### config.mk
export PLATFORM = sky130hd
export DESIGN_NAME = ultrasonic_echo_sweep_ranger_flat
export DESIGN_NICKNAME = d
export VERILOG_FILES = /design/src/hdl/uesr_pkg.sv /design/src/hdl/uesr_if.sv /design/src/hdl/uesr_cfg_regs.sv /design/src/hdl/uesr_serial_mul.sv /design/src/hdl/ultrasonic_echo_sweep_ranger.sv /design/src/flat_wrapper.sv
export SDC_FILE = /design/constraint.sdc
export NUM_CORES = 1
export LEC_CHECK = 0
export BUFFER_PORTS_ARGS = -buffer_cell sky130_fd_sc_hd__buf_2
export CAP_MARGIN = 30
export CORE_MARGIN = 2
export CORE_UTILIZATION = 58
export DETAILED_ROUTE_END_ITERATION = 8
export PLACE_DENSITY = 0.83
export SLEW_MARGIN = 20
export SYNTH_ARGS = -nofsm -noshare
export SYNTH_HDL_FRONTEND = slang
export SYNTH_SLANG_ARGS = --single-unit
### constraint.sdc
create_clock -name clk -period 6.4 [get_ports clk]
set_input_delay 1.28 -clock clk [delete_from_list [all_inputs] [get_ports clk]]
set_output_delay 1.28 -clock clk [all_outputs]
set_load 0.05 [all_outputs]
### src/hdl/uesr_pkg.sv
// Shared types, codes and constants of the echo sweep ranger.
// No dependencies; imported by the interfaces and every module.
package uesr_pkg;

	localparam int CMD_W      = 2;
	localparam int CFG_IDX_W  = 3;
	localparam int CFG_DATA_W = 16;
	localparam int WORD_W     = 16;
	localparam int DIST_W     = 18;
	localparam int US_W       = 24;
	localparam int MUL_W      = 32;
	localparam int DIV_SHIFT  = 38;

	// Input commands
	typedef enum logic [CMD_W-1:0] {
		CMD_SAMPLE = 2'd0,
		CMD_TICK   = 2'd1,
		CMD_MANUAL = 2'd2,
		CMD_UNUSED = 2'd3
	} cmd_t;

	// Configuration register indexes
	typedef enum logic [CFG_IDX_W-1:0] {
		REG_AUTO_TRIGGER   = 3'd0,
		REG_SWEEP_ENABLE   = 3'd1,
		REG_REVERSE_ORDER  = 3'd2,
		REG_POSITION_COUNT = 3'd3,
		REG_POSITION_STEP  = 3'd4,
		REG_MOVE_DELAY     = 3'd5,
		REG_RETURN_DELAY   = 3'd6,
		REG_STORE_BASE     = 3'd7
	} cfg_reg_t;

	typedef struct packed {
		logic              auto_trigger;
		logic              sweep_enable;
		logic              reverse_order;
		logic [WORD_W-1:0] position_count;
		logic [WORD_W-1:0] position_step;
		logic [WORD_W-1:0] move_delay;
		logic [WORD_W-1:0] return_delay;
		logic [WORD_W-1:0] store_base;
	} cfg_t;

	// Request to the shared serial multiplier
	typedef struct packed {
		logic             start;
		logic [MUL_W-1:0] a;
		logic [MUL_W-1:0] b;
	} mul_req_t;

	// Microseconds per sample count, Q16
	localparam logic [MUL_W-1:0] US_PER_COUNT_Q16 = 32'd1137778;
	// Speed of sound scale: mm = us * 170 / 1000
	localparam logic [MUL_W-1:0] MM_SCALE = 32'd170;
	// floor(x / 1000) = (x * DIV1000_RECIP) >> 38, exact for 32-bit x
	localparam logic [MUL_W-1:0] DIV1000_RECIP = 32'd274877907;
	// Result buffer size in bytes (up to 65536)
	localparam logic [WORD_W:0] STORE_SIZE = 17'd8192;
	localparam logic [DIST_W-1:0] DIST_MAX = 18'h3FFFF;

endpackage

### src/hdl/uesr_if.sv
// Valid/ready channel interfaces: echo items, results and config writes.
// Depends on uesr_pkg.
interface uesr_in_if import uesr_pkg::*; ();
	logic             valid;
	logic             ready;
	logic [CMD_W-1:0] command;
	logic             echo_level;

	modport source (output valid, command, echo_level, input ready);
	modport sink (input valid, command, echo_level, output ready);
endinterface

interface uesr_out_if import uesr_pkg::*; ();
	logic              valid;
	logic              ready;
	logic              trigger_pulse;
	logic              measure_valid;
	logic [WORD_W-1:0] high_counts;
	logic [DIST_W-1:0] distance_mm;
	logic [WORD_W-1:0] pulse_total;
	logic              store_enable;
	logic [WORD_W-1:0] store_address;
	logic [WORD_W-1:0] store_data;
	logic [WORD_W-1:0] servo_value;

	modport source (output valid, trigger_pulse, measure_valid, high_counts, distance_mm,
		pulse_total, store_enable, store_address, store_data, servo_value, input ready);
	modport sink (input valid, trigger_pulse, measure_valid, high_counts, distance_mm,
		pulse_total, store_enable, store_address, store_data, servo_value, output ready);
endinterface

interface uesr_cfg_if import uesr_pkg::*; ();
	logic                  valid;
	logic                  ready;
	logic [CFG_IDX_W-1:0]  index;
	logic [CFG_DATA_W-1:0] data;

	modport source (output valid, index, data, input ready);
	modport sink (input valid, index, data, output ready);
endinterface

### src/hdl/uesr_cfg_regs.sv
// Configuration register file, written one beat at a time.
// Depends on uesr_pkg and uesr_cfg_if.
module uesr_cfg_regs import uesr_pkg::*; (
	input  logic       clk,
	input  logic       arst_n,
	uesr_cfg_if.sink   cfg_ch,
	output cfg_t       cfg
);

	cfg_t cfg_q;

	assign cfg_ch.ready = 1'b1;
	assign cfg = cfg_q;

	// Register writes
	always_ff @(posedge clk or negedge arst_n) begin
		if (!arst_n) begin
			cfg_q.auto_trigger   <= 1'b0;
			cfg_q.sweep_enable   <= 1'b0;
			cfg_q.reverse_order  <= 1'b0;
			cfg_q.position_count <= 16'd1;
			cfg_q.position_step  <= 16'd65535;
			cfg_q.move_delay     <= 16'd100;
			cfg_q.return_delay   <= 16'd500;
			cfg_q.store_base     <= 16'd0;
		end else if (cfg_ch.valid) begin
			case (cfg_reg_t'(cfg_ch.index))
				REG_AUTO_TRIGGER:   cfg_q.auto_trigger   <= cfg_ch.data[0];
				REG_SWEEP_ENABLE:   cfg_q.sweep_enable   <= cfg_ch.data[0];
				REG_REVERSE_ORDER:  cfg_q.reverse_order  <= cfg_ch.data[0];
				REG_POSITION_COUNT: cfg_q.position_count <= cfg_ch.data;
				REG_POSITION_STEP:  cfg_q.position_step  <= cfg_ch.data;
				REG_MOVE_DELAY:     cfg_q.move_delay     <= cfg_ch.data;
				REG_RETURN_DELAY:   cfg_q.return_delay   <= cfg_ch.data;
				REG_STORE_BASE:     cfg_q.store_base     <= cfg_ch.data;
				default:            cfg_q <= cfg_q;
			endcase
		end
	end

endmodule

### src/hdl/uesr_serial_mul.sv
// Shift-and-add multiplier, one multiplier bit per cycle.
// Depends on uesr_pkg. Product valid in the cycle done is high.
module uesr_serial_mul import uesr_pkg::*; #(
	parameter int W = MUL_W
) (
	input  logic           clk,
	input  logic           arst_n,
	input  mul_req_t       req,
	output logic           done,
	output logic [2*W-1:0] product
);

	localparam int CNT_W = $clog2(W);

	logic [W-1:0]     a_q;
	logic [W-1:0]     hi_q;
	logic [W-1:0]     lo_q;
	logic [CNT_W-1:0] cnt_q;
	logic             busy_q;
	logic             done_q;
	logic [W:0]       sum;

	// One partial product added per step
	assign sum     = {1'b0, hi_q} + (lo_q[0] ? {1'b0, a_q} : {(W+1){1'b0}});
	assign done    = done_q;
	assign product = {hi_q, lo_q};

	always_ff @(posedge clk or negedge arst_n) begin
		if (!arst_n) begin
			busy_q <= 1'b0;
			done_q <= 1'b0;
			cnt_q  <= '0;
			a_q    <= '0;
			hi_q   <= '0;
			lo_q   <= '0;
		end else begin
			done_q <= 1'b0;
			if (req.start) begin
				a_q    <= req.a[W-1:0];
				hi_q   <= '0;
				lo_q   <= req.b[W-1:0];
				cnt_q  <= '0;
				busy_q <= 1'b1;
			end else if (busy_q) begin
				hi_q  <= sum[W:1];
				lo_q  <= {sum[0], lo_q[W-1:1]};
				cnt_q <= cnt_q + 1'b1;
				if (cnt_q == CNT_W'(W-1)) begin
					busy_q <= 1'b0;
					done_q <= 1'b1;
				end
			end
		end
	end

endmodule

### src/hdl/ultrasonic_echo_sweep_ranger.sv
// Echo ranger: times the echo pulse, converts it to mm, sequences a servo sweep.
// Tick, manual and other samples: the beat goes from S_IDLE to S_EMIT, then to the result register.
// Falling edge: four passes through the serial multiplier (S_US, S_SCALE, S_DIV, S_SERVO), then S_EMIT.
// One item at a time; a new beat is taken as soon as the result is registered.
// Async active-low reset clears all state; config returns to its default values.
// Depends on uesr_pkg, uesr_if, uesr_cfg_regs, uesr_serial_mul.
module ultrasonic_echo_sweep_ranger import uesr_pkg::*; (
	input  logic       clk,
	input  logic       arst_n,
	uesr_in_if.sink    sample_ch,
	uesr_out_if.source result_ch,
	uesr_cfg_if.sink   cfg_ch
);

	typedef enum logic [2:0] {
		S_IDLE, S_US, S_SCALE, S_DIV, S_SERVO, S_EMIT
	} state_t;

	cfg_t               cfg;
	mul_req_t           mul_req;
	logic               mul_done;
	logic [2*MUL_W-1:0] mul_p;

	state_t             state_q;
	logic               mul_go_q;
	logic               level_q;
	logic [WORD_W-1:0]  run_q;
	logic [WORD_W-1:0]  held_hc_q;
	logic [DIST_W-1:0]  held_dist_q;
	logic [WORD_W-1:0]  pulse_q;
	logic [WORD_W-1:0]  pos_q;
	logic [WORD_W-1:0]  delay_q;
	logic               drain_q;
	logic               manual_q;
	logic [MUL_W-1:0]   tmp_q;
	logic               trig_q;
	logic               meas_q;
	logic               st_en_q;
	logic [WORD_W-1:0]  st_addr_q;
	logic [WORD_W-1:0]  servo_q;

	logic               out_valid_q;
	logic               o_trig_q;
	logic               o_meas_q;
	logic [WORD_W-1:0]  o_hc_q;
	logic [DIST_W-1:0]  o_dist_q;
	logic [WORD_W-1:0]  o_pulse_q;
	logic               o_st_en_q;
	logic [WORD_W-1:0]  o_st_addr_q;
	logic [WORD_W-1:0]  o_st_data_q;
	logic [WORD_W-1:0]  o_servo_q;

	logic               accept;
	cmd_t               cmd;
	logic               fall_edge;
	logic               trig_d;
	logic [WORD_W:0]    next_pos;
	logic [WORD_W-1:0]  addr_fwd;
	logic [WORD_W-1:0]  addr_rev;
	logic [WORD_W-1:0]  st_addr;
	logic [2*MUL_W-DIV_SHIFT-1:0] mm_raw;

	uesr_cfg_regs u_cfg (
		.clk    (clk),
		.arst_n (arst_n),
		.cfg_ch (cfg_ch),
		.cfg    (cfg)
	);

	uesr_serial_mul #(.W(MUL_W)) u_mul (
		.clk     (clk),
		.arst_n  (arst_n),
		.req     (mul_req),
		.done    (mul_done),
		.product (mul_p)
	);

	assign sample_ch.ready = (state_q == S_IDLE);
	assign accept = sample_ch.valid && sample_ch.ready;
	assign cmd    = cmd_t'(sample_ch.command);

	// Falling edge of the echo on a sample outside a drained tick
	assign fall_edge = (cmd == CMD_SAMPLE) && !drain_q && !sample_ch.echo_level && level_q;

	// Trigger for this item: delay expiry or pending manual on a tick, else autotrigger
	assign trig_d = (cmd == CMD_TICK)
		? ((cfg.sweep_enable && delay_q != '0) ? (delay_q == 16'd1) : manual_q)
		: (fall_edge && cfg.auto_trigger && !cfg.sweep_enable);

	// Store address from the current sweep position
	assign next_pos = {1'b0, pos_q} + 17'd1;
	assign addr_fwd = cfg.store_base + {pos_q[WORD_W-2:0], 1'b0};
	assign addr_rev = cfg.store_base + {cfg.position_count[WORD_W-2:0], 1'b0} - 16'd2
		- {pos_q[WORD_W-2:0], 1'b0};
	assign st_addr  = cfg.reverse_order ? addr_rev : addr_fwd;

	// Quotient of the divide-by-1000 step
	assign mm_raw = mul_p[2*MUL_W-1:DIV_SHIFT];

	// Multiplier operand selection per sequencer step
	always_comb begin
		mul_req.start = mul_go_q;
		mul_req.a     = '0;
		mul_req.b     = '0;
		case (state_q)
			S_US: begin
				mul_req.a = US_PER_COUNT_Q16;
				mul_req.b = {{(MUL_W-WORD_W){1'b0}}, held_hc_q};
			end
			S_SCALE: begin
				mul_req.a = tmp_q;
				mul_req.b = MM_SCALE;
			end
			S_DIV: begin
				mul_req.a = tmp_q;
				mul_req.b = DIV1000_RECIP;
			end
			S_SERVO: begin
				mul_req.a = {{(MUL_W-WORD_W){1'b0}}, pos_q};
				mul_req.b = {{(MUL_W-WORD_W){1'b0}}, cfg.position_step};
			end
			default: begin
				mul_req.a = '0;
				mul_req.b = '0;
			end
		endcase
	end

	// Sequencer, ranging state and result register
	always_ff @(posedge clk or negedge arst_n) begin
		if (!arst_n) begin
			state_q     <= S_IDLE;
			mul_go_q    <= 1'b0;
			level_q     <= 1'b0;
			run_q       <= '0;
			held_hc_q   <= '0;
			held_dist_q <= '0;
			pulse_q     <= '0;
			pos_q       <= '0;
			delay_q     <= '0;
			drain_q     <= 1'b0;
			manual_q    <= 1'b0;
			tmp_q       <= '0;
			trig_q      <= 1'b0;
			meas_q      <= 1'b0;
			st_en_q     <= 1'b0;
			st_addr_q   <= '0;
			servo_q     <= '0;
			out_valid_q <= 1'b0;
			o_trig_q    <= 1'b0;
			o_meas_q    <= 1'b0;
			o_hc_q      <= '0;
			o_dist_q    <= '0;
			o_pulse_q   <= '0;
			o_st_en_q   <= 1'b0;
			o_st_addr_q <= '0;
			o_st_data_q <= '0;
			o_servo_q   <= '0;
		end else begin
			// Multiplier start on a falling edge and after each of the first three passes
			mul_go_q <= (accept && fall_edge)
				|| ((state_q inside {S_US, S_SCALE, S_DIV}) && mul_done);
			if (result_ch.ready && state_q != S_EMIT) begin
				out_valid_q <= 1'b0;
			end
			case (state_q)
				S_IDLE: begin
					if (accept) begin
						trig_q    <= trig_d;
						meas_q    <= fall_edge;
						st_en_q   <= fall_edge && ({1'b0, st_addr} < STORE_SIZE);
						st_addr_q <= fall_edge ? st_addr : '0;
						servo_q   <= '0;
						state_q   <= fall_edge ? S_US : S_EMIT;
						case (cmd)
							CMD_TICK: begin
								if (cfg.sweep_enable && delay_q != '0) begin
									delay_q <= delay_q - 16'd1;
									drain_q <= 1'b1;
								end else begin
									drain_q <= 1'b0;
									if (manual_q) begin
										manual_q <= 1'b0;
									end
								end
							end
							CMD_MANUAL: begin
								manual_q <= 1'b1;
							end
							CMD_SAMPLE: begin
								if (!drain_q) begin
									if (sample_ch.echo_level) begin
										// rising edge restarts the run without counting
										run_q   <= level_q ? run_q + 16'd1 : '0;
										level_q <= 1'b1;
									end else if (level_q) begin
										// falling edge: latch, count, start conversion
										held_hc_q <= run_q;
										run_q     <= '0;
										level_q   <= 1'b0;
										pulse_q   <= pulse_q + 16'd1;
										if (next_pos >= {1'b0, cfg.position_count}) begin
											pos_q   <= '0;
											delay_q <= cfg.return_delay;
										end else begin
											pos_q   <= next_pos[WORD_W-1:0];
											delay_q <= cfg.move_delay;
										end
									end else begin
										run_q <= run_q + 16'd1;
									end
								end
							end
							default: begin
							end
						endcase
					end
				end
				S_US: begin
					if (mul_done) begin
						tmp_q    <= {{(MUL_W-US_W){1'b0}}, mul_p[US_W+WORD_W-1:WORD_W]};
						state_q  <= S_SCALE;
					end
				end
				S_SCALE: begin
					if (mul_done) begin
						tmp_q    <= mul_p[MUL_W-1:0];
						state_q  <= S_DIV;
					end
				end
				S_DIV: begin
					if (mul_done) begin
						held_dist_q <= (mm_raw > {{($bits(mm_raw)-DIST_W){1'b0}}, DIST_MAX})
							? DIST_MAX : mm_raw[DIST_W-1:0];
						state_q     <= S_SERVO;
					end
				end
				S_SERVO: begin
					if (mul_done) begin
						servo_q <= (mul_p[MUL_W-1:WORD_W] != '0) ? 16'hFFFF
							: mul_p[WORD_W-1:0];
						state_q <= S_EMIT;
					end
				end
				S_EMIT: begin
					if (!out_valid_q || result_ch.ready) begin
						out_valid_q <= 1'b1;
						o_trig_q    <= trig_q;
						o_meas_q    <= meas_q;
						o_hc_q      <= held_hc_q;
						o_dist_q    <= held_dist_q;
						o_pulse_q   <= pulse_q;
						o_st_en_q   <= st_en_q;
						o_st_addr_q <= st_addr_q;
						o_st_data_q <= meas_q ? held_dist_q[WORD_W-1:0] : '0;
						o_servo_q   <= servo_q;
						state_q     <= S_IDLE;
					end
				end
				default: begin
					state_q <= S_IDLE;
				end
			endcase
		end
	end

	assign result_ch.valid         = out_valid_q;
	assign result_ch.trigger_pulse = o_trig_q;
	assign result_ch.measure_valid = o_meas_q;
	assign result_ch.high_counts   = o_hc_q;
	assign result_ch.distance_mm   = o_dist_q;
	assign result_ch.pulse_total   = o_pulse_q;
	assign result_ch.store_enable  = o_st_en_q;
	assign result_ch.store_address = o_st_addr_q;
	assign result_ch.store_data    = o_st_data_q;
	assign result_ch.servo_value   = o_servo_q;

endmodule

### src/flat_wrapper.sv
// flat-port wrapper written by rule: the top's interface ports become plain ports
module ultrasonic_echo_sweep_ranger_flat import uesr_pkg::*;
  (clk, arst_n, sample_ch_valid, sample_ch_command, sample_ch_echo_level, sample_ch_ready, result_ch_valid, result_ch_trigger_pulse, result_ch_measure_valid, result_ch_high_counts, result_ch_distance_mm, result_ch_pulse_total, result_ch_store_enable, result_ch_store_address, result_ch_store_data, result_ch_servo_value, result_ch_ready, cfg_ch_valid, cfg_ch_index, cfg_ch_data, cfg_ch_ready);
  uesr_in_if sample_ch_i ();
  uesr_out_if result_ch_i ();
  uesr_cfg_if cfg_ch_i ();
  input  logic clk;
  input  logic arst_n;
  input wire logic [$bits(sample_ch_i.valid)-1:0] sample_ch_valid;
  input wire logic [$bits(sample_ch_i.command)-1:0] sample_ch_command;
  input wire logic [$bits(sample_ch_i.echo_level)-1:0] sample_ch_echo_level;
  output wire logic [$bits(sample_ch_i.ready)-1:0] sample_ch_ready;
  output wire logic [$bits(result_ch_i.valid)-1:0] result_ch_valid;
  output wire logic [$bits(result_ch_i.trigger_pulse)-1:0] result_ch_trigger_pulse;
  output wire logic [$bits(result_ch_i.measure_valid)-1:0] result_ch_measure_valid;
  output wire logic [$bits(result_ch_i.high_counts)-1:0] result_ch_high_counts;
  output wire logic [$bits(result_ch_i.distance_mm)-1:0] result_ch_distance_mm;
  output wire logic [$bits(result_ch_i.pulse_total)-1:0] result_ch_pulse_total;
  output wire logic [$bits(result_ch_i.store_enable)-1:0] result_ch_store_enable;
  output wire logic [$bits(result_ch_i.store_address)-1:0] result_ch_store_address;
  output wire logic [$bits(result_ch_i.store_data)-1:0] result_ch_store_data;
  output wire logic [$bits(result_ch_i.servo_value)-1:0] result_ch_servo_value;
  input wire logic [$bits(result_ch_i.ready)-1:0] result_ch_ready;
  input wire logic [$bits(cfg_ch_i.valid)-1:0] cfg_ch_valid;
  input wire logic [$bits(cfg_ch_i.index)-1:0] cfg_ch_index;
  input wire logic [$bits(cfg_ch_i.data)-1:0] cfg_ch_data;
  output wire logic [$bits(cfg_ch_i.ready)-1:0] cfg_ch_ready;
  assign sample_ch_i.valid = sample_ch_valid;
  assign sample_ch_i.command = sample_ch_command;
  assign sample_ch_i.echo_level = sample_ch_echo_level;
  assign sample_ch_ready = sample_ch_i.ready;
  assign result_ch_valid = result_ch_i.valid;
  assign result_ch_trigger_pulse = result_ch_i.trigger_pulse;
  assign result_ch_measure_valid = result_ch_i.measure_valid;
  assign result_ch_high_counts = result_ch_i.high_counts;
  assign result_ch_distance_mm = result_ch_i.distance_mm;
  assign result_ch_pulse_total = result_ch_i.pulse_total;
  assign result_ch_store_enable = result_ch_i.store_enable;
  assign result_ch_store_address = result_ch_i.store_address;
  assign result_ch_store_data = result_ch_i.store_data;
  assign result_ch_servo_value = result_ch_i.servo_value;
  assign result_ch_i.ready = result_ch_ready;
  assign cfg_ch_i.valid = cfg_ch_valid;
  assign cfg_ch_i.index = cfg_ch_index;
  assign cfg_ch_i.data = cfg_ch_data;
  assign cfg_ch_ready = cfg_ch_i.ready;
  ultrasonic_echo_sweep_ranger u_core (.clk(clk), .arst_n(arst_n), .sample_ch(sample_ch_i), .result_ch(result_ch_i), .cfg_ch(cfg_ch_i));
endmodule
* Yosys cells after proc, flatten, opt, wreduce, memory -nomap -nowiden
Index checks and enable logic that the tools add are counted.
** Operators by class
- Add/sub/neg operators :: 10
- Magnitude comparators :: 3
- Eq/ne operators :: 28
- Mux-type cells :: 52
- Bitwise gates (word level) :: 2
- Reduce and logical (&&, ||, !) cells :: 47
** Operators with widths (number)
- one-hot mux 64 bit (4 select lines) :: 1
- 2-to-1 mux 16 bit :: 15
- 2-to-1 mux 32 bit :: 7
- one-hot mux 16 bit (2 select lines) :: 2
- one-hot mux 32 bit (2 select lines) :: 1
- adder 32 x 33 -> 33 bit :: 1
- adder 16 x 1 -> 16 bit, second input constant :: 2
- adder 16 bit :: 2
- nonzero test 16 bit :: 2
- greater-than comparator 26 x 18 -> 1 bit, second input constant :: 1
- AND reduction 2 bit :: 11
- 2-to-1 mux 3 bit :: 7
- == test 3 bit, second input constant :: 6
- 2-to-1 mux 18 bit :: 1
- != test 2 bit, second input constant :: 9
- one-hot mux 3 bit (6 select lines) :: 1
- adder 16 x 1 -> 17 bit, second input constant :: 1
- >= comparator 17 x 16 -> 1 bit :: 1
- == test 16 x 1 -> 1 bit, second input constant :: 1
- less-than comparator 16 x 14 -> 1 bit, second input constant :: 1
- subtractor 16 x 1 -> 16 bit, second input constant :: 1
- subtractor 16 bit :: 1
- subtractor 16 x 2 -> 16 bit, second input constant :: 1
- 2-to-1 mux 1 bit :: 14
- 22 further kinds :: 52
** Storage, ports and cells
- Bits in registers :: 460
- Output and inout port bits :: 104

* Longest topological paths before layout
Gate-level depths: netlist (run 1).
- Depth in word-level cells :: 7
- Mapped depth :: 18

* By module
From an unflattened synthesis (run 1), not the netlist that was laid out.
** Second synthesis, totals
- Cells, all modules :: 2472
- Area, all modules :: 24400.9 um^2
** By module, submodules not included
- ultrasonic_echo_sweep_ranger :: instances 1, cells each 1661, area an instance 14874.3 um^2
- uesr_serial_mul :: instances 1, cells each 625, area an instance 6218.5 um^2
- uesr_cfg_regs :: instances 1, cells each 186, area an instance 3308.2 um^2

* Least setup slack after synthesis (run 1)
No wires, ideal clock.
- Path type :: reg-to-reg
- Start :: register u_core.pos_q[2]
- End :: register u_core.delay_q[13]
- Setup time :: 119 ps
- Data arrival time :: 3426 ps
- Data required time :: 6281 ps
- Slack :: 2855 ps
- Stages on the path, launching flop included :: 18
- Cells stage by stage :: dfrtp_1 buf_2 nand3_2 nor2_1 and3_1 and3_1 buf_2 nand3_1 xnor2_1 ha_1 a21o_1 a21oi_1 o31ai_1 o2111a_1 buf_2 nor2_4 mux2_1 o21a_1
** On the way
- Cells in the longest elaborated chain, start to end :: 7
** Ends and longest elaborated chain
- from (decl) :: line ultrasonic_echo_sweep_ranger.sv:31 : logic [WORD_W-1:0] pos_q;
- from (signal assigned) :: line ultrasonic_echo_sweep_ranger.sv:206 : pos_q <= next_pos[WORD_W-1:0];
- adder 16 x 1 -> 17 bit :: line ultrasonic_echo_sweep_ranger.sv:91 : assign next_pos = {1'b0, pos_q} + 17'd1;
- >= comparator 17 x 16 -> 1 bit :: line ultrasonic_echo_sweep_ranger.sv:202 : if (next_pos >= {1'b0, cfg.position_count}) begin
- 2-to-1 mux 16 bit :: line ultrasonic_echo_sweep_ranger.sv:202
- 2-to-1 mux 16 bit :: line ultrasonic_echo_sweep_ranger.sv:196 : end else if (level_q) begin
- 2-to-1 mux 16 bit :: line ultrasonic_echo_sweep_ranger.sv:192 : if (sample_ch.echo_level) begin
- 2-to-1 mux 16 bit :: line ultrasonic_echo_sweep_ranger.sv:191 : if (!drain_q) begin
- one-hot mux 16 bit (2 select lines) :: line ultrasonic_echo_sweep_ranger.sv:175 : case (cmd)
- to (signal assigned) :: line ultrasonic_echo_sweep_ranger.sv:178 : delay_q <= delay_q - 16'd1;
- to (signal assigned) :: line ultrasonic_echo_sweep_ranger.sv:204 : delay_q <= cfg.return_delay;
- to (signal assigned) :: line ultrasonic_echo_sweep_ranger.sv:207 : delay_q <= cfg.move_delay;
- to (decl) :: line ultrasonic_echo_sweep_ranger.sv:32 : logic [WORD_W-1:0] delay_q;
No other way between the ends. The select of a mux whose other input is x is not followed.
A chain may end at the register's enable or synchronous reset.

* Worst setup path in the final report (run 1)
Same ends and word-level chain as after synthesis.

==> flow_summary.json, run 1 <==
{
  "outcome": "finished clean",
  "power_leakage_nw": 13.59,
  "syn2layout_area_growth_pct": 11.59,
  "drv_cap": 0,
  "htreeDepth": 2,
  "synth_seq_cells": 460,
  "timing.final.hold_violations": 0,
  "slew_violations": 0,
  "ir_worst_vdd_mv": 0.2013,
  "initial_core_util_pct": 58.54,
  "dp_hpwl_mm": 41.70,
  "antenna_found_initial": 1,
  "wl_per_cell_um": 19.49,
  "syn_area_mm2": 0.02380,
  "synth_cell_types": 94,
  "synth_edf_count": 0,
  "grt_pass1_wl_mm": 97.15,
  "drtPass1Iterations": 6,
  "place_congestion": 0.9307,
  "synth_nets": 2606,
  "startpoint_type": "register",
  "synth_top_area_share_pct": 45.64,
  "ys_async_sr_fraction_pct": 100.0,
  "cts_tree": "done",
  "crit_required_ps": 6860,
  "cts_buffer_depth": 3,
  "synth_most_common_cell": "nand2_1",
  "die-area_mm2": 0.04266,
  "die_w_um": 206.6,
  "cp_max_fo": 18,
  "power.density_mw_per_mm2": 261.2,
  "ioPinCount": 131,
  "grt.total_usage_pct": 28.86,
  "fin_tns_setup_ps": 0,
  "cts_inserted_buffers": 47,
  "drive_above_1_share_pct": 14.57,
  "antenna_left": 0,
  "yosys-top-cells-count": "nand2_1, dfrtp_1, o21ai_0",
  "route.detailed.drc": 0,
  "rows": 74,
  "worst_pin_slew_ps": 990.3,
  "cts_setup_buffers": 0,
  "finalNetCount": 2684,
  "die_h_um": 206.6,
  "ys_seq_area_share_pct": 48.51,
  "setup_viol": 0,
  "grt_max_degree": 128,
  "post-route-period-util_pct": 68.37,
  "cts_hold_buf": 0,
  "min_period_ps": 4376,
  "clk_latency_ps": 580,
  "drt_iter0_markers": 1599,
  "grt_pass1_vias": 18430,
  "cts_num_sinks": 460,
  "path_class": "reg2reg",
  "hold_path_class": "reg2reg",
  "vias_per_cell": 6.037,
  "max_freq_mhz": 228.5,
  "ctsResizeCount": 0,
  "yosys_warnings": 0,
  "end_kind": "register",
  "antenna_cells": 0,
  "drt_wl_total_mm": 60.66,
  "yosys-top-cells-area": "dfrtp_1, nand2_1, ha_1",
  "vias": 18790,
  "maxSlewHeadroom_pct": 33.98,
  "clock_skew_ps": 19.08,
  "synthFlopType": "dfrtp_1",
  "yosys.area.top_type": "dfrtp_1",
  "synth_area_per_cell_um2": 9.649,
  "n_fill_cell": 3108,
  "gr-total-overflow": 0,
  "hold_ws_ps": 461.0,
  "cp.arrival_ps": 4830,
  "cts-root-buf": "clkbuf_16",
  "worst_setup_hold_path_clk_slew_ps": 60,
  "port_buffers": 129,
  "synthCells": 2466,
  "rsz0062_at_grt": "false",
  "coreArea_mm2": 0.04065
}
-- where the power goes --
| part | switching, W | total (W) | internal [W] |
|---|---|---|---|
| Combinational | 0.000550 | 0.000968 | 0.000418 |
| Clock | 0.00114 | 0.00282 | 0.00167 |
| Sequential | 0.0000966 | 0.00315 | 0.00305 |
-- layout by cell type, fill, tap and decap left out, types with 6 or more instances in the layout --
cell type,synthesis,layout
nand2_1,505,505
dfrtp_1,434,432
o21ai_0,153,153
nor2_1,141,139
buf_2,11,129
ha_1,101,101
a21oi_1,97,97
inv_1,91,91
mux2i_1,86,86
mux2_2,85,85
nand3_1,64,64
xnor2_1,49,49
clkbuf_16,0,49
and2_1,40,40
nor3_1,39,38
xor2_1,37,37
nand2b_1,27,26
dfstp_2,26,26
a21o_1,25,25
nor2b_1,25,23
nand4_1,21,21
o21ai_1,20,20
o22a_1,18,18
a211oi_1,18,18
a22o_1,17,17
clkbuf_1,92,17
and3_1,16,16
buf_4,2,16
a22oi_1,15,15
nor4_1,15,14
fa_1,12,12
clkbuf_8,0,12
or3_1,10,10
a31oi_1,10,10
o21bai_1,10,9
nand3b_1,8,8
nor3b_1,9,8
a221oi_1,6,6
-- path summary, 6_finish.rpt --
path	from	endpoint	slack, ps	cells after the start
setup / recovery	u_core.pos_q[2]$_DFFE_PN0P_	u_core.delay_q[13]$_DFFE_PN0P_	2020	14
hold / removal	u_core.result_ch.store_data[2]$_DFFE_PN0P_	u_core.result_ch.store_data[2]$_DFFE_PN0P_	460	2
setup reg to reg	u_core.pos_q[2]$_DFFE_PN0P_	u_core.delay_q[13]$_DFFE_PN0P_	2020	14
hold reg to reg	u_core.result_ch.store_data[2]$_DFFE_PN0P_	u_core.result_ch.store_data[2]$_DFFE_PN0P_	460	2
max in group asynchronous	arst_n	u_core.mul_go_q$_DFF_PN0_	4420	2
min in group asynchronous	arst_n	u_core.result_ch.distance_mm[13]$_DFFE_PN0P_	750	1
-- registers in the layout (all words and copies together), names as in the netlist, 18 cells and up --
register                      cells
u_core.result_ch.distance_mm     18
u_core.u_cfg.cfg                 83
u_core.tmp_q                     32
u_core.held_dist_q               18
u_core.u_mul.a_q                 32
u_core.u_mul.lo_q                32
u_core.u_mul.hi_q                32
-- routing by layer --
metal / GRT usage (%) / up-vias / wire, µm
met2: 46.07 / 736 / 27990
met1: 38.61 / 9259 / 25770
met4: 12.27 / 0 / 2379
met5: 0 / - / 0
met3: 5.808 / 135 / 4514
li1: - / 8662 / -
-- cell type report --
type,count,area (µm²),area share (%)
Clock buffer,78,1455,5.480
Tap cell,532,665.6,2.507
Timing Repair Buffer,156,954.7,3.595
Sequential cell,460,11550,43.50
Inverter,93,349.1,1.315
Clock inverter,8,137.6,0.5183
Multi-Input combinational cell,1786,11440,43.08
-- through the flow --
| stage | std cells | worst slack, ps | util (%) | instance area, µm² | total power (W) |
|---|---|---|---|---|---|
| after CTS | 3107 | 2112 | 65.12 | 26470 | 0.006957 |
| final | 3113 | 2024 | 65.33 | 26550 | 0.006935 |
| after detailed placement | 3021 | 2147 | 61.20 | 24880 | 0.004141 |
| after global placement | 3017 | 2250 | 61.05 | 24810 | 0.004092 |
| after global routing | 3113 | 1761 | 65.33 | 26550 | 0.007213 |
| after floorplan | 2466 | 2855 | - | 23800 | 0.003859 |
-- cell families (layout without fill, tap and decap cells) --
group                    count (synthesis)  in the layout  share of synthesized area [%]
flip-flops                             460            460                          48.51
adder cells (fa/ha/maj)                113            113                          6.320
multiplexers                           172            172                          7.687
other                                    1              1                        0.01576
buffers and inverters                  220            335                          3.623
AND/OR/NAND/NOR                        953            953                          18.21
AO/OA/AOI/OAI                          461            461                          12.46
XOR/XNOR                                86             86                          3.165
-- worst max-delay path: stages, from the launching register on --
cell and delay (ps):
dfrtp_1 520, nand3_2 200, nor2_1 280, and3_1 270, and3_1 320, nand3_1 130
xnor2_1 250, ha_1 300, a21o_1 170, a21oi_1 180, o31ai_1 130, o2111a_1 390
nor2_4 560, mux2_1 380, o21a_1 160
Note: power is estimated with default switching activity, not from simulation.
==> run 2: changes to the inputs <==
ABC_AREA = 1   (was default)
CORE_UTILIZATION = 56   (was 58)
PLACE_DENSITY = 0.84   (was 0.83)
clock period = 3.74 ns   (was 6.4 ns; I/O delays follow)
==> run 2 against run 1 <==
Against the previous run:
- wire length rose by 16%
- synthesized cell count rose by 18%
- register-to-register slack got worse by 1700 ps
- utilization fell by 1.2 points
- critical path depth fell by 1
- clock power rose by 83%
- sequential power rose by 79%
- synthesized area rose by 0.46%
- die area rose by 4.0%
- cell area rose by 1.6%
- sequential share of layout area fell by 0.69 points
- critical endpoint is now u_core.st_addr_q[10]$_DFFE_PN0P_
- largest cell class unchanged
==> flow_summary.json, run 2 <==
{
  "outcome": "finished clean",
  "synth_top_area_share_pct": 45.43,
  "dp_hpwl_mm": 51.08,
  "multi_input_area_mm2": 0.01031,
  "coreArea_mm2": 0.04204,
  "vias": 21060,
  "synthFlopType": "dfrtp_1",
  "cts-root-buf": "clkbuf_16",
  "clock_skew_ps": 42.14,
  "power.density_mw_per_mm2": 534.8,
  "cts_setup_buffers": 0,
  "antenna_left": 0,
  "ir_worst_vdd_mv": 0.3655,
  "cp_max_fo": 6,
  "min_period_ps": 3372,
  "yosys_warnings": 0,
  "synth_seq_cells": 460,
  "largest_reg_flops": 83,
  "final_common_cell": "nand2_1",
  "route.detailed.drc": 0,
  "cts_inserted_buffers": 48,
  "yosys.area.top_type": "dfrtp_1",
  "finalNetCount": 3172,
  "setup_viol": 0,
  "worst_pin_slew_ps": 903.0,
  "grt_pass1_wl_mm": 111.4,
  "p_sw_share_pct": 33.04,
  "synth_area_per_cell_um2": 8.184,
  "timing.rr.start": "u_core.pos_q[1]$_DFFE_PN0P_",
  "grt_pass1_vias": 20410,
  "ys_seq_area_share_pct": 48.29,
  "crit_path_top_delay_cell": "fa_1",
  "worst_setup_hold_path_clk_slew_ps": 60,
  "timing.final.hold_violations": 0,
  "cts_num_sinks": 460,
  "post-route-period-util_pct": 90.15,
  "synth_most_common_cell": "nand2_1",
  "port_buffers": 129,
  "yosys-top-cells-area": "dfrtp_1, nand2_1, o21ai_0",
  "internal-power_w": 0.009656,
  "cp-startpoint": "u_core.pos_q[1]$_DFFE_PN0P_",
  "cts_tree": "done",
  "power_w": 0.01442,
  "p_clk_share_pct": 35.8,
  "drt_iter0_markers": 2378,
  "final_cell_mix": "nand2_1, dfrtp_1, inv_1",
  "cp.arrival_ps": 3830,
  "gr-total-overflow": 0,
  "synth_nets": 3061,
  "rows": 75,
  "rsz0062_at_grt": "false",
  "die-area_mm2": 0.04435,
  "crit_path_frequent_cell": "o21ai_0",
  "antenna_found_initial": 0,
  "drive_above_1_share_pct": 10.52,
  "wl_per_cell_um": 19.41,
  "synth_edf_count": 0,
  "crit_required_ps": 4200,
  "power_leakage_nw": 13.93,
  "drt_wl_total_mm": 70.06,
  "ys_async_sr_fraction_pct": 100.0,
  "initial_core_util_pct": 56.86,
  "ioPinCount": 131,
  "hold_ws_ps": 149.6,
  "p_sw_w": 0.004765,
  "end_kind": "register",
  "place_congestion": 0.9841,
  "pwr-share-seq_pct": 39.2,
  "antenna_cells": 0,
  "cts_buffer_depth": 3,
  "synth_cell_types": 54,
  "die_h_um": 210.6,
  "maxSlewHeadroom_pct": 39.65,
  "cp_cell_sequence": "ha_1 -> fa_1 -> inv_1 -> ha_1 -> fa_1 -> nand3_1 -> nand2_1 -> a21boi_0 -> o21ai_0 -> a21oi_1 -> o21ai_0 -> o211ai_1 -> o21ai_0",
  "n_fill_cell": 3493,
  "drtPass1Iterations": 5,
  "htreeDepth": 2,
  "clk_latency_ps": 620,
  "startpoint_type": "register",
  "fin_tns_setup_ps": 0,
  "die_w_um": 210.6,
  "regArea_mm2": 0.01154,
  "synthCells": 2921,
  "syn_area_mm2": 0.02390,
  "hold_path_class": "in2async",
  "grt_max_degree": 105,
  "yosys-top-cells-count": "nand2_1, dfrtp_1, inv_1",
  "slew_violations": 0,
  "cpPeakStageDelay_ps": 530,
  "max_freq_mhz": 296.6,
  "syn2layout_area_growth_pct": 12.81,
  "p_comb_share_pct": 25.0,
  "vias_per_cell": 5.833,
  "path_class": "reg2reg",
  "grt.total_usage_pct": 32.10,
  "r2r_cells": 13,
  "drv_cap": 0
}
[run 2: cell count changes in the layout (fill, tap and decap cells not counted), moves of 40 or more]
cell,before,now
and2_1,40,0
inv_1,91,420
mux2_2,85,0
mux2i_1,86,0
nand2_1,505,683
nand3_1,64,110
o21ai_0,153,338
o22ai_1,1,62
[run 2: critical path: cells and delay by family (launching register included)]
kind / cells / cell delay, ps
DFF: 1 / 480
AOI/OAI and AO/OA: 6 / 980
and+or+nand+nor: 2 / 200
buffers and inverters: 1 / 50
adders and majority gates: 4 / 1550
[run 2: per-layer routing]
metal / global-route usage, % / part of all wire (%)
met5: 0 / 0
met4: 15.06 / 5.2
met3: 5.498 / 7.7
met2: 50.83 / 46
met1: 43.39 / 41
[run 2: cell type report]
class,count,area share (%)
clock inverters,24,1.271
repair buffers,173,4.046
flip-flops and latches,460,42.81
well taps,539,2.501
inverters,430,5.999
clock buffers,65,5.136
multi-input cells,1919,38.23
[run 2: cells by family after synthesis]
family          count (synthesis)  share of synthesized area, %
simple gates                 1087                         19.07
compound gates                663                         15.63
buf+inv                       542                         8.678
flops                         460                         48.29
fa+ha+maj                     113                         6.292
xor+xnor                       55                         2.015
other cells                     1                       0.01569
[run 2: what timing repair did]
action                                  in CTS  in global routing
gates resized for setup                      0                  1
hold buffers                                 0                  0
endpoints found under the setup margin       0                  5
[run 2: final timing paths]
check	to	slack [ps]
setup / recovery	u_core.st_addr_q[10]$_DFFE_PN0P_	370
hold / removal	u_core.result_ch.pulse_total[14]$_DFFE_PN0P_	150
setup reg to reg	u_core.st_addr_q[10]$_DFFE_PN0P_	370
hold reg to reg	u_core.pulse_q[14]$_DFFE_PN0P_	470
max in group asynchronous	u_core.u_mul.cnt_q[2]$_DFFE_PN0P_	2500
min in group clk	u_core.u_cfg.cfg[11]$_DFFE_PN0P_	380
[run 2: power by group through the flow]
stage / clock [W] / sequential (W) / combinational (W)
CTS: 0.00523 / 0.00564 / 0.00351
detailed placement: 0 / 0.00572 / 0.00347
global placement: 0 / 0.00570 / 0.00340
global route: 0.00543 / 0.00568 / 0.00397
finish: 0.00517 / 0.00565 / 0.00360
floorplan: 0 / 0.00563 / 0.00242
[run 2: per-stage QoR]
stage / util, % / instances / setup WS, ps / instance area, µm²
after floorplan: - / 2921 / 620.0 / 23900
after global placement: 59.89 / 3517 / 454.0 / 25180
after detailed placement: 59.92 / 3518 / 396.9 / 25190
after CTS: 64.03 / 3607 / 374.5 / 26920
after global routing: 64.14 / 3610 / 36.74 / 26970
final: 64.14 / 3610 / 368.4 / 26970
